## src/rtl/core/smv_pkg.sv

```systemverilog
// Shared widths, constants and structures for the sample mean and variance unit.
// Used by every module under rtl/core; depends on nothing else.
package smv_pkg;

	localparam int SAMPLE_BITS = 16;
	localparam int FRAC_BITS = 8;
	localparam int MAX_COUNT = 1048576;

	localparam int COUNT_W = $clog2(MAX_COUNT + 1);
	localparam int SUM_W = SAMPLE_BITS + COUNT_W;
	localparam int ABS_W = SUM_W - 1;
	localparam int SQR_W = 2 * SAMPLE_BITS - 1;
	localparam int SQ_W = 2 * SAMPLE_BITS + COUNT_W - 2;
	localparam int PROD_W = (SQ_W + COUNT_W > 2 * ABS_W) ? SQ_W + COUNT_W : 2 * ABS_W;
	localparam int DVS_W = 2 * COUNT_W;
	localparam int DVD_W = PROD_W + FRAC_BITS;
	localparam int MDIV_STEPS = ABS_W + FRAC_BITS;
	localparam int ITER_W = $clog2(DVD_W + 1);
	localparam int ALU_W = PROD_W;

	localparam int MEAN_W = 24;
	localparam int VAR_W = 39;
	localparam int S_TDATA_W = ((SAMPLE_BITS + 7) / 8) * 8;
	localparam int M_FIELDS_W = MEAN_W + VAR_W + COUNT_W;
	localparam int M_TDATA_W = ((M_FIELDS_W + 7) / 8) * 8;

	typedef struct packed {
		logic signed [SUM_W-1:0] sum;
		logic [SQ_W-1:0]         sumsq;
		logic [COUNT_W-1:0]      count;
		logic                    overflow;
	} acc_totals_t;

	typedef struct packed {
		logic [MEAN_W-1:0]  mean_q8;
		logic [VAR_W-1:0]   variance_q8;
		logic [COUNT_W-1:0] sample_count;
		logic               too_long;
	} smv_result_t;

	typedef struct packed {
		logic [ALU_W-1:0] a;
		logic [ALU_W-1:0] b;
		logic             sub;
		logic             cin;
	} alu_req_t;

endpackage

```

## src/rtl/core/smv_alu.sv

```systemverilog
// Shared adder/subtractor used by the result sequencer for every arithmetic step.
// Depends on smv_pkg.
module smv_alu (
	input  smv_pkg::alu_req_t           req,
	output logic [smv_pkg::ALU_W-1:0]   res,
	output logic                        cout
);

	localparam int W = smv_pkg::ALU_W;

	logic [W:0] full;
	logic [W-1:0] b_eff;

	assign b_eff = req.sub ? ~req.b : req.b;
	assign full = {1'b0, req.a} + {1'b0, b_eff} + {{W{1'b0}}, req.cin};
	assign res = full[W-1:0];
	assign cout = full[W];

endmodule

```

## src/rtl/core/smv_accum.sv

```systemverilog
// Running sum, sum of squares and sample count for one block of samples.
// Depends on smv_pkg; hands its totals to the result sequencer after the last sample.
module smv_accum (
	input  logic                                    clk,
	input  logic                                    arst_n,
	input  logic                                    take,
	input  logic signed [smv_pkg::SAMPLE_BITS-1:0]  sample,
	input  logic                                    last,
	output logic                                    idle,
	output logic                                    hand,
	output smv_pkg::acc_totals_t                    totals
);

	localparam int SB = smv_pkg::SAMPLE_BITS;
	localparam int SUM_W = smv_pkg::SUM_W;
	localparam int SQ_W = smv_pkg::SQ_W;
	localparam int SQR_W = smv_pkg::SQR_W;
	localparam int COUNT_W = smv_pkg::COUNT_W;

	typedef enum logic [1:0] {A_IDLE, A_ADD, A_HAND} acc_state_t;

	acc_state_t                state_q;
	logic signed [SB-1:0]      x_q;
	logic [SQR_W-1:0]          sq_q;
	logic                      last_q;
	logic signed [SUM_W-1:0]   sum_q;
	logic [SQ_W-1:0]           sumsq_q;
	logic [COUNT_W-1:0]        count_q;
	logic                      ovf_q;
	logic signed [2*SB-1:0]    sq_full;

	assign sq_full = sample * sample;

	always_ff @(posedge clk) begin
		if (take) begin
			x_q <= sample;
			sq_q <= sq_full[SQR_W-1:0];
		end
	end

	always_ff @(posedge clk or negedge arst_n) begin
		if (!arst_n) begin
			state_q <= A_IDLE;
			last_q <= 1'b0;
			sum_q <= '0;
			sumsq_q <= '0;
			count_q <= '0;
			ovf_q <= 1'b0;
		end else begin
			case (state_q)
				A_IDLE: begin
					if (take) begin
						last_q <= last;
						state_q <= A_ADD;
					end
				end
				A_ADD: begin
					if (count_q == COUNT_W'(smv_pkg::MAX_COUNT)) begin
						ovf_q <= 1'b1;
					end else begin
						sum_q <= sum_q + SUM_W'(x_q);
						sumsq_q <= sumsq_q + SQ_W'(sq_q);
						count_q <= count_q + 1'b1;
					end
					state_q <= last_q ? A_HAND : A_IDLE;
				end
				A_HAND: begin
					sum_q <= '0;
					sumsq_q <= '0;
					count_q <= '0;
					ovf_q <= 1'b0;
					state_q <= A_IDLE;
				end
				default: begin
					state_q <= A_IDLE;
				end
			endcase
		end
	end

	assign idle = (state_q == A_IDLE);
	assign hand = (state_q == A_HAND);
	assign totals.sum = sum_q;
	assign totals.sumsq = sumsq_q;
	assign totals.count = count_q;
	assign totals.overflow = ovf_q;

endmodule

```

## src/rtl/core/smv_calc.sv

```systemverilog
// Sequencer that turns block totals into mean and unbiased variance.
// Depends on smv_pkg; drives the shared smv_alu for shift-add multiplies and restoring divides.
module smv_calc (
	input  logic                            clk,
	input  logic                            arst_n,
	input  logic                            start,
	input  smv_pkg::acc_totals_t            totals,
	output logic                            busy,
	output smv_pkg::alu_req_t               alu_req,
	input  logic [smv_pkg::ALU_W-1:0]       alu_res,
	input  logic                            alu_cout,
	output logic                            res_valid,
	input  logic                            res_ready,
	output smv_pkg::smv_result_t            result
);

	localparam int COUNT_W = smv_pkg::COUNT_W;
	localparam int ABS_W = smv_pkg::ABS_W;
	localparam int SQ_W = smv_pkg::SQ_W;
	localparam int PROD_W = smv_pkg::PROD_W;
	localparam int DVS_W = smv_pkg::DVS_W;
	localparam int DVD_W = smv_pkg::DVD_W;
	localparam int ITER_W = smv_pkg::ITER_W;
	localparam int ALU_W = smv_pkg::ALU_W;
	localparam int FRAC_BITS = smv_pkg::FRAC_BITS;
	localparam int MEAN_W = smv_pkg::MEAN_W;
	localparam int VAR_W = smv_pkg::VAR_W;
	localparam int MDIV_STEPS = smv_pkg::MDIV_STEPS;

	typedef enum logic [3:0] {
		C_IDLE, C_ABS, C_MDIV, C_MFIX, C_NSQ, C_SQ, C_SUB, C_NM1, C_NN, C_VDIV, C_DONE
	} calc_state_t;

	calc_state_t          state_q;
	logic [COUNT_W-1:0]   n_q;
	logic                 ovf_q;
	logic                 neg_q;
	logic [SQ_W-1:0]      sumsq_q;
	logic [ABS_W-1:0]     abs_q;
	logic [PROD_W-1:0]    p_q;
	logic [PROD_W-1:0]    mcand_q;
	logic [ABS_W-1:0]     mplier_q;
	logic [DVD_W-1:0]     dvd_q;
	logic [DVS_W-1:0]     rem_q;
	logic [DVS_W-1:0]     dvs_q;
	logic [ITER_W-1:0]    iter_q;
	logic [MEAN_W-1:0]    mean_q;
	logic [PROD_W-1:0]    p_next;
	logic [DVS_W-1:0]     rem_next;
	logic                 last_iter;

	assign p_next = mplier_q[0] ? alu_res[PROD_W-1:0] : p_q;
	assign rem_next = alu_cout ? alu_res[DVS_W-1:0] : {rem_q[DVS_W-2:0], dvd_q[DVD_W-1]};
	assign last_iter = (iter_q == ITER_W'(1));

	always_comb begin
		alu_req.a = p_q;
		alu_req.b = mcand_q;
		alu_req.sub = 1'b0;
		alu_req.cin = 1'b0;
		case (state_q)
			C_ABS: begin
				alu_req.a = '0;
				alu_req.b = p_q;
				alu_req.sub = p_q[PROD_W-1];
				alu_req.cin = p_q[PROD_W-1];
			end
			C_MDIV, C_VDIV: begin
				alu_req.a = ALU_W'({rem_q, dvd_q[DVD_W-1]});
				alu_req.b = ALU_W'(dvs_q);
				alu_req.sub = 1'b1;
				alu_req.cin = 1'b1;
			end
			C_MFIX: begin
				alu_req.a = '0;
				alu_req.b = ALU_W'(dvd_q[MDIV_STEPS-1:0]);
				alu_req.sub = neg_q;
				alu_req.cin = neg_q & (rem_q == '0);
			end
			C_SUB: begin
				alu_req.a = dvd_q[PROD_W-1:0];
				alu_req.b = p_q;
				alu_req.sub = 1'b1;
				alu_req.cin = 1'b1;
			end
			C_NM1: begin
				alu_req.a = ALU_W'(n_q);
				alu_req.b = '0;
				alu_req.sub = 1'b1;
				alu_req.cin = 1'b0;
			end
			default: begin
				alu_req.a = p_q;
				alu_req.b = mcand_q;
			end
		endcase
	end

	always_ff @(posedge clk) begin
		case (state_q)
			C_IDLE: begin
				if (start) begin
					n_q <= totals.count;
					ovf_q <= totals.overflow;
					sumsq_q <= totals.sumsq;
					p_q <= PROD_W'(totals.sum);
				end
			end
			C_ABS: begin
				abs_q <= alu_res[ABS_W-1:0];
				neg_q <= p_q[PROD_W-1];
				dvd_q <= {alu_res[ABS_W-1:0], {(DVD_W-ABS_W){1'b0}}};
				rem_q <= '0;
				dvs_q <= DVS_W'(n_q);
				iter_q <= ITER_W'(MDIV_STEPS);
			end
			C_MDIV, C_VDIV: begin
				rem_q <= rem_next;
				dvd_q <= {dvd_q[DVD_W-2:0], alu_cout};
				iter_q <= iter_q - 1'b1;
			end
			C_MFIX: begin
				mean_q <= alu_res[MEAN_W-1:0];
				dvd_q <= '0;
				p_q <= '0;
				mcand_q <= PROD_W'(sumsq_q);
				mplier_q <= ABS_W'(n_q);
				iter_q <= ITER_W'(COUNT_W);
			end
			C_NSQ: begin
				mcand_q <= mcand_q << 1;
				mplier_q <= mplier_q >> 1;
				iter_q <= iter_q - 1'b1;
				if (last_iter) begin
					dvd_q <= DVD_W'(p_next);
					p_q <= '0;
					mcand_q <= PROD_W'(abs_q);
					mplier_q <= abs_q;
					iter_q <= ITER_W'(ABS_W);
				end else begin
					p_q <= p_next;
				end
			end
			C_SQ: begin
				p_q <= p_next;
				mcand_q <= mcand_q << 1;
				mplier_q <= mplier_q >> 1;
				iter_q <= iter_q - 1'b1;
			end
			C_SUB: begin
				dvd_q <= {alu_res[PROD_W-1:0], {FRAC_BITS{1'b0}}};
			end
			C_NM1: begin
				mplier_q <= ABS_W'(alu_res[COUNT_W-1:0]);
				mcand_q <= PROD_W'(n_q);
				p_q <= '0;
				iter_q <= ITER_W'(COUNT_W);
			end
			C_NN: begin
				p_q <= p_next;
				mcand_q <= mcand_q << 1;
				mplier_q <= mplier_q >> 1;
				iter_q <= iter_q - 1'b1;
				if (last_iter) begin
					dvs_q <= p_next[DVS_W-1:0];
					rem_q <= '0;
					iter_q <= ITER_W'(DVD_W);
				end
			end
			default: begin
				p_q <= p_q;
			end
		endcase
	end

	always_ff @(posedge clk or negedge arst_n) begin
		if (!arst_n) begin
			state_q <= C_IDLE;
		end else begin
			case (state_q)
				C_IDLE: begin
					if (start) begin
						state_q <= C_ABS;
					end
				end
				C_ABS: state_q <= C_MDIV;
				C_MDIV: begin
					if (last_iter) begin
						state_q <= C_MFIX;
					end
				end
				C_MFIX: state_q <= (n_q < COUNT_W'(2)) ? C_DONE : C_NSQ;
				C_NSQ: begin
					if (last_iter) begin
						state_q <= C_SQ;
					end
				end
				C_SQ: begin
					if (last_iter) begin
						state_q <= C_SUB;
					end
				end
				C_SUB: state_q <= C_NM1;
				C_NM1: state_q <= C_NN;
				C_NN: begin
					if (last_iter) begin
						state_q <= C_VDIV;
					end
				end
				C_VDIV: begin
					if (last_iter) begin
						state_q <= C_DONE;
					end
				end
				C_DONE: begin
					if (res_ready) begin
						state_q <= C_IDLE;
					end
				end
				default: state_q <= C_IDLE;
			endcase
		end
	end

	assign busy = (state_q != C_IDLE);
	assign res_valid = (state_q == C_DONE);
	assign result.mean_q8 = mean_q;
	assign result.variance_q8 = dvd_q[VAR_W-1:0];
	assign result.sample_count = n_q;
	assign result.too_long = ovf_q;

endmodule

```

## src/rtl/core/sample_mean_variance_unit.sv

```systemverilog
// Top level of the sample mean and unbiased variance unit.
// Depends on smv_pkg, smv_accum, smv_calc and smv_alu.
//
// Samples arrive one per transaction on the s_ channel; s_tlast marks the last
// sample of a block. s_tready drops after every accepted transaction while the sample
// is added to the running sums. Samples beyond the count limit are not accumulated
// and only set the too-long flag. After the last sample the totals move to a
// sequencer that runs every multiply and divide one bit per cycle through a single
// shared adder. The result transaction then appears on the m_ channel; s_tready
// stays low until the sequencer has handed the result to the output register.
// The result sits in an output register, so the next block may start while it waits;
// if the receiver stalls, the sequencer holds a finished result until the output
// register frees, and only then takes new samples again.
// Reset clears the running sums, the sequencer state and the output valid flag; no
// clearing pass is needed and the block is ready in the first cycle after reset.
module sample_mean_variance_unit (
	input  logic                                clk,
	input  logic                                arst_n,
	input  logic                                s_tvalid,
	output logic                                s_tready,
	input  logic [smv_pkg::S_TDATA_W-1:0]       s_tdata,   // [15:0] sample
	input  logic                                s_tlast,
	output logic                                m_tvalid,
	input  logic                                m_tready,
	output logic [smv_pkg::M_TDATA_W-1:0]       m_tdata,   // mean_q8, variance_q8, sample_count
	output logic                                m_tuser    // too_long
);

	localparam int SB = smv_pkg::SAMPLE_BITS;
	localparam int ALU_W = smv_pkg::ALU_W;
	localparam int COUNT_W = smv_pkg::COUNT_W;
	localparam int PAD_W = smv_pkg::M_TDATA_W - smv_pkg::M_FIELDS_W;

	logic                     take;
	logic                     acc_idle;
	logic                     acc_hand;
	smv_pkg::acc_totals_t     totals;
	logic                     calc_busy;
	smv_pkg::alu_req_t        alu_req;
	logic [ALU_W-1:0]         alu_res;
	logic                     alu_cout;
	logic                     res_valid;
	logic                     res_ready;
	smv_pkg::smv_result_t     result;
	logic                     out_valid_q;
	smv_pkg::smv_result_t     out_q;

	assign s_tready = acc_idle && !calc_busy;
	assign take = s_tvalid && s_tready;

	smv_accum u_accum (
		.clk    (clk),
		.arst_n (arst_n),
		.take   (take),
		.sample (s_tdata[SB-1:0]),
		.last   (s_tlast),
		.idle   (acc_idle),
		.hand   (acc_hand),
		.totals (totals)
	);

	smv_calc u_calc (
		.clk       (clk),
		.arst_n    (arst_n),
		.start     (acc_hand),
		.totals    (totals),
		.busy      (calc_busy),
		.alu_req   (alu_req),
		.alu_res   (alu_res),
		.alu_cout  (alu_cout),
		.res_valid (res_valid),
		.res_ready (res_ready),
		.result    (result)
	);

	smv_alu u_alu (
		.req  (alu_req),
		.res  (alu_res),
		.cout (alu_cout)
	);

	assign res_ready = !out_valid_q || m_tready;

	always_ff @(posedge clk) begin
		if (res_valid && res_ready) begin
			out_q <= result;
		end
	end

	always_ff @(posedge clk or negedge arst_n) begin
		if (!arst_n) begin
			out_valid_q <= 1'b0;
		end else if (res_ready) begin
			out_valid_q <= res_valid;
		end
	end

	assign m_tvalid = out_valid_q;
	assign m_tdata = {{PAD_W{1'b0}}, out_q.sample_count, out_q.variance_q8, out_q.mean_q8};
	assign m_tuser = out_q.too_long;

	ap_busy_after_accept: assert property (@(posedge clk) disable iff (!arst_n)
		take |=> !s_tready)
		else $error("Input accepted in two consecutive cycles.");

	ap_start_when_idle: assert property (@(posedge clk) disable iff (!arst_n)
		acc_hand |-> !calc_busy)
		else $error("Block totals handed over while the sequencer is busy.");

	ap_count_range: assert property (@(posedge clk) disable iff (!arst_n)
		m_tvalid |-> (out_q.sample_count != '0 &&
			out_q.sample_count <= COUNT_W'(smv_pkg::MAX_COUNT)))
		else $error("Reported sample count out of range.");

	ap_too_long_full: assert property (@(posedge clk) disable iff (!arst_n)
		(m_tvalid && m_tuser) |-> out_q.sample_count == COUNT_W'(smv_pkg::MAX_COUNT))
		else $error("Too-long flag set on a block below the count limit.");

endmodule
```

## config.mk

```make
export PLATFORM = sky130hd
export DESIGN_NAME = sample_mean_variance_unit
export DESIGN_NICKNAME = d
export VERILOG_FILES = /design/src/rtl/core/smv_pkg.sv /design/src/rtl/core/smv_alu.sv /design/src/rtl/core/smv_accum.sv /design/src/rtl/core/smv_calc.sv /design/src/rtl/core/sample_mean_variance_unit.sv
export SDC_FILE = /design/constraint.sdc
export NUM_CORES = 2
export LEC_CHECK = 0
export ABC_AREA = 1
export BUFFER_PORTS_ARGS = -buffer_cell sky130_fd_sc_hd__buf_2
export CAP_MARGIN = 40
export CORE_MARGIN = 4
export CORE_UTILIZATION = 35
export DETAILED_ROUTE_END_ITERATION = 8
export PLACE_DENSITY = 0.57
export SLEW_MARGIN = 40
export SYNTH_ARGS = -nofsm -noshare
export SYNTH_HDL_FRONTEND = slang
export SYNTH_SLANG_ARGS = --single-unit
```

## constraint.sdc

```tcl
create_clock -name clk -period 4.95 [get_ports clk]
set_input_delay 0.2475 -clock clk [delete_from_list [all_inputs] [get_ports clk]]
set_output_delay 0.2475 -clock clk [all_outputs]
set_load 0.005 [all_outputs]
```

==> flow_summary.json <==
{
  "cts_tree": "built",
  "synth_seq_cells": 733,
  "io_buffers": 107,
  "status": "finished clean",
  "synth_area_mm2": 0.0531,
  "grt_max_degree": 113,
  "antenna_found_initial": 7,
  "synth_compound_area_share_pct": 12.3,
  "die_area_mm2": 0.158,
  "clk_latency_ns": 0.72,
  "rr_worst_depth": 32,
  "relSlewSlack_pct": 37.8,
  "start_kind": "input pin",
  "die_y_um": 397,
  "cts_root_buffer": "clkbuf_16",
  "wl_um": 197000,
  "post-route-min-period_ns": 4.81,
  "path_cells": "buf_4 > buf_12 > nand2_1 > inv_1 > fa_1 > buf_4 > fa_1 > fa_1 > fa_1 > fa_1 > inv_1 > fa_1 > inv_1 > ha_4 > a21oi_4 > o21ai_1 > o21bai_2 > a221oi_2 > o21ai_2 > xor2_1",
  "crit_path_frequent_cell": "fa_1",
  "min_path_cells": 2,
  "dr.pass1.iters": 8,
  "drive_gt1_share_pct": 16.4,
  "path_class": "in -> reg",
  "htreeDepth": 3,
  "synth_cells": 6423,
  "io_pins": 112,
  "crit_fanout": 9,
  "synth.area.mux_share_pct": 0.0566,
  "grt_overflow": 0,
  "slowest_stage": "fa_1",
  "drtIter0Drc": 4237,
  "fin_crit_sh_pct": 97.2,
  "worstPathArrival_ns": 5.27,
  "synthAdderAreaFrac_pct": 14.2,
  "synth_top_family_by_area": "simple AND/OR/NAND/NOR gates",
  "grt_pass1_wl_um": 293000,
  "slowest_delay_ns": 0.54,
  "synth_edf_count": 615,
  "wl_per_cell_um": 21.6,
  "cts.path.max_buffers": 3,
  "rsz0062_at_grt": "yes",
  "grt_usage_pct": 24.5,
  "hpwl_um": 153000,
  "synth_simple_gate_area_share_pct": 20.8,
  "fin_skew_ns": 0.0491,
  "die_x_um": 397,
  "synthArstFlopShare_pct": 16.1,
  "hold_viol_final": 0,
  "gp_congestion": 1.02,
  "num_vias": 47700,
  "finalSetupViolations": 0,
  "synth_xor_area_share_pct": 3.12,
  "ys.flop_type": "edfxtp_1",
  "ys_seq_area_share_pct": 40.4,
  "via_per_inst": 5.23,
  "drc": 0,
  "max_freq_ghz": 0.208,
  "cts_buffers": 85,
  "syn_area_per_cell_um2": 8.26,
  "worst_slew_pin_slew_ns": 0.932,
  "area_growth_syn_to_layout_pct": 21.3,
  "fin_nets": 7523,
  "drv_slew": 0,
  "hold_class": "in -> reg",
  "core_mm2": 0.150,
  "worstSetupEndpointType": "flop",
  "holdWs_ns": 0.0177,
  "ys_types": 66,
  "initial_utilization_pct": 35.3,
  "grt_pass1_vias": 47700,
  "required_ns": 5.40,
  "maxCapViolations": 0,
  "cts.sink_count": 733,
  "ys_warn_count": 0,
  "core.rowCount": 142,
  "clkSlewWorstSetupHoldPaths_ns": 0.06,
  "ant_nets": 0
}
-- per-layer routing --
metal / part of all wire (%) / global-route usage (%) / routed length [um] / vias up
li1: - / - / - / 22400
met1: 41 / 31.8 / 81100 / 23000
met2: 46 / 40.4 / 91600 / 1912
met3: 7.1 / 2.81 / 13900 / 416
met4: 5.5 / 12.4 / 10800 / 4
met5: 0.014 / 0 / 27 / -
-- kinds of logic after synthesis --
kind of cell	Yosys count
AOI/OAI and AO/OA	1098
xor gates and xnor gates	183
DFF	733
other	1
buffers and inverters	1245
adders and majority gates	461
muxes	3
and+or+nand+nor	2699
-- placed cells by master (no fill, tap or decap), types with 13 or more instances in the layout --
| master | n |
|---|---|
| o22ai_1 | 79 |
| buf_12 | 29 |
| buf_4 | 599 |
| o21bai_1 | 37 |
| o31ai_1 | 15 |
| a31oi_1 | 42 |
| o21ai_0 | 319 |
| buf_2 | 96 |
| o211ai_1 | 17 |
| a21boi_0 | 17 |
| nor4_1 | 32 |
| a22oi_1 | 41 |
| a21oi_2 | 27 |
| a21o_1 | 13 |
| inv_2 | 41 |
| ha_4 | 17 |
| inv_1 | 973 |
| xnor2_1 | 47 |
| clkbuf_16 | 89 |
| bufinv_16 | 13 |
| nor2_2 | 28 |
| nand3_1 | 260 |
| nor3_1 | 53 |
| nand2_2 | 40 |
| nor2_1 | 498 |
| or2_2 | 15 |
| xor2_1 | 126 |
| edfxtp_1 | 615 |
| clkinv_1 | 14 |
| o21ai_1 | 75 |
| nand2_1 | 1631 |
| nand4_1 | 79 |
| ha_1 | 200 |
| a22oi_2 | 30 |
| o221ai_1 | 14 |
| dfrtp_1 | 116 |
| fa_1 | 228 |
| a21oi_1 | 291 |
| a221oi_1 | 18 |
-- state kept, by name, summed over array words and instances (netlist names), 2 cells and up --
signal,count
u_calc.p_q,72
u_calc.dvd_q,80
u_accum.sum_q,37
u_calc.state_q,4
u_calc.sumsq_q,51
u_calc.mcand_q,72
u_accum.count_q,21
u_calc.abs_q,36
u_accum.sq_q,30
u_calc.iter_q,7
u_calc.n_q,21
u_accum.state_q,2
m_tdata,84
u_calc.mplier_q,36
u_accum.x_q,15
u_calc.mean_q,24
u_calc.rem_q,42
u_calc.dvs_q,42
u_accum.sumsq_q,51
-- repair_timing --
| action | in CTS | in global routing |
|---|---|---|
| setup buffers | 0 | 13 |
| gates cloned | 0 | 3 |
| hold buffers | 6 | 3 |
| hold endpoints to repair | 45 | 3 |
| setup endpoints to repair | 44 | 194 |
| resized for setup | 5 | 150 |
| pin swaps | 0 | 40 |
-- cells in the mapped netlist (all sizes together) (71+ instances only) --
library cell | count | share of area (%)
o22ai | 79 | 0.93
fa | 237 | 8.9
nand2 | 1679 | 12
buf | 84 | 0.92
clkbuf | 138 | 0.98
inv | 1020 | 7.2
dfrtp | 118 | 5.6
nand3 | 269 | 2.6
edfxtp | 615 | 35
o21ai | 402 | 3.8
a21oi | 322 | 3.1
nor2 | 538 | 3.9
ha | 224 | 5.3
nand4 | 79 | 0.93
xor2 | 133 | 2.3
a22oi | 71 | 1.3
-- critical path: cells and delay by family --
family | cells | cell delay (ns)
adder cells (fa/ha/maj) | 7 | 3.36
AO/OA/AOI/OAI | 5 | 0.80
buffers and inverters | 6 | 0.63
XOR/XNOR | 1 | 0.16
AND/OR/NAND/NOR | 1 | 0.05
-- path summary, 6_finish.rpt --
kind                                          startpoint                              end  slack, ns
max                                          s_tdata[10]       u_accum.sq_q[30]$_DFFE_PP_       0.14
min in group asynchronous                         arst_n       u_accum.last_q$_DFFE_PN0P_       0.12
min reg2reg                   u_calc.mean_q[6]$_DFFE_PN_             m_tdata[6]$_DFFE_PP_       0.41
min                                           s_tdata[1]         u_accum.x_q[1]$_DFFE_PP_       0.02
max reg2reg                u_calc.state_q[3]$_DFFE_PN0P_   u_calc.rem_q[19]$_SDFFCE_PP0P_       0.16
max in group asynchronous                         arst_n  u_accum.sumsq_q[37]$_DFFE_PN0P_       3.66
-- final cells by class --
cell class / instances / area (um2)
fill: 15200 / 85900
multi-input combinational: 4448 / 27700
sequential: 733 / 21400
timing repair buffer: 750 / 5910
inverter: 1023 / 3860
tap: 2016 / 2520
clock buffer: 100 / 2220
clock inverter: 55 / 744
antenna: 1 / 2.50
-- per-stage QoR --
step	setup TNS [ns]	setup slack [ns]	instance area (um2)	util, %	std cells
2_1_floorplan	-2.45	-0.461	53700	-	6426
3_3_place_gp	-10.51	-0.625	60600	40.3	8941
3_5_place_dp	-11.09	-0.679	60600	40.3	8943
4_1_cts	0	0.0395	63700	42.4	9104
5_1_grt	-0.553	-0.0656	64400	42.8	9125
6_report	0	0.137	64400	42.8	9126
Power is left out: the tool's default activity adds up to more than one toggle a clock period on the data nets, which glitch-free logic cannot reach.
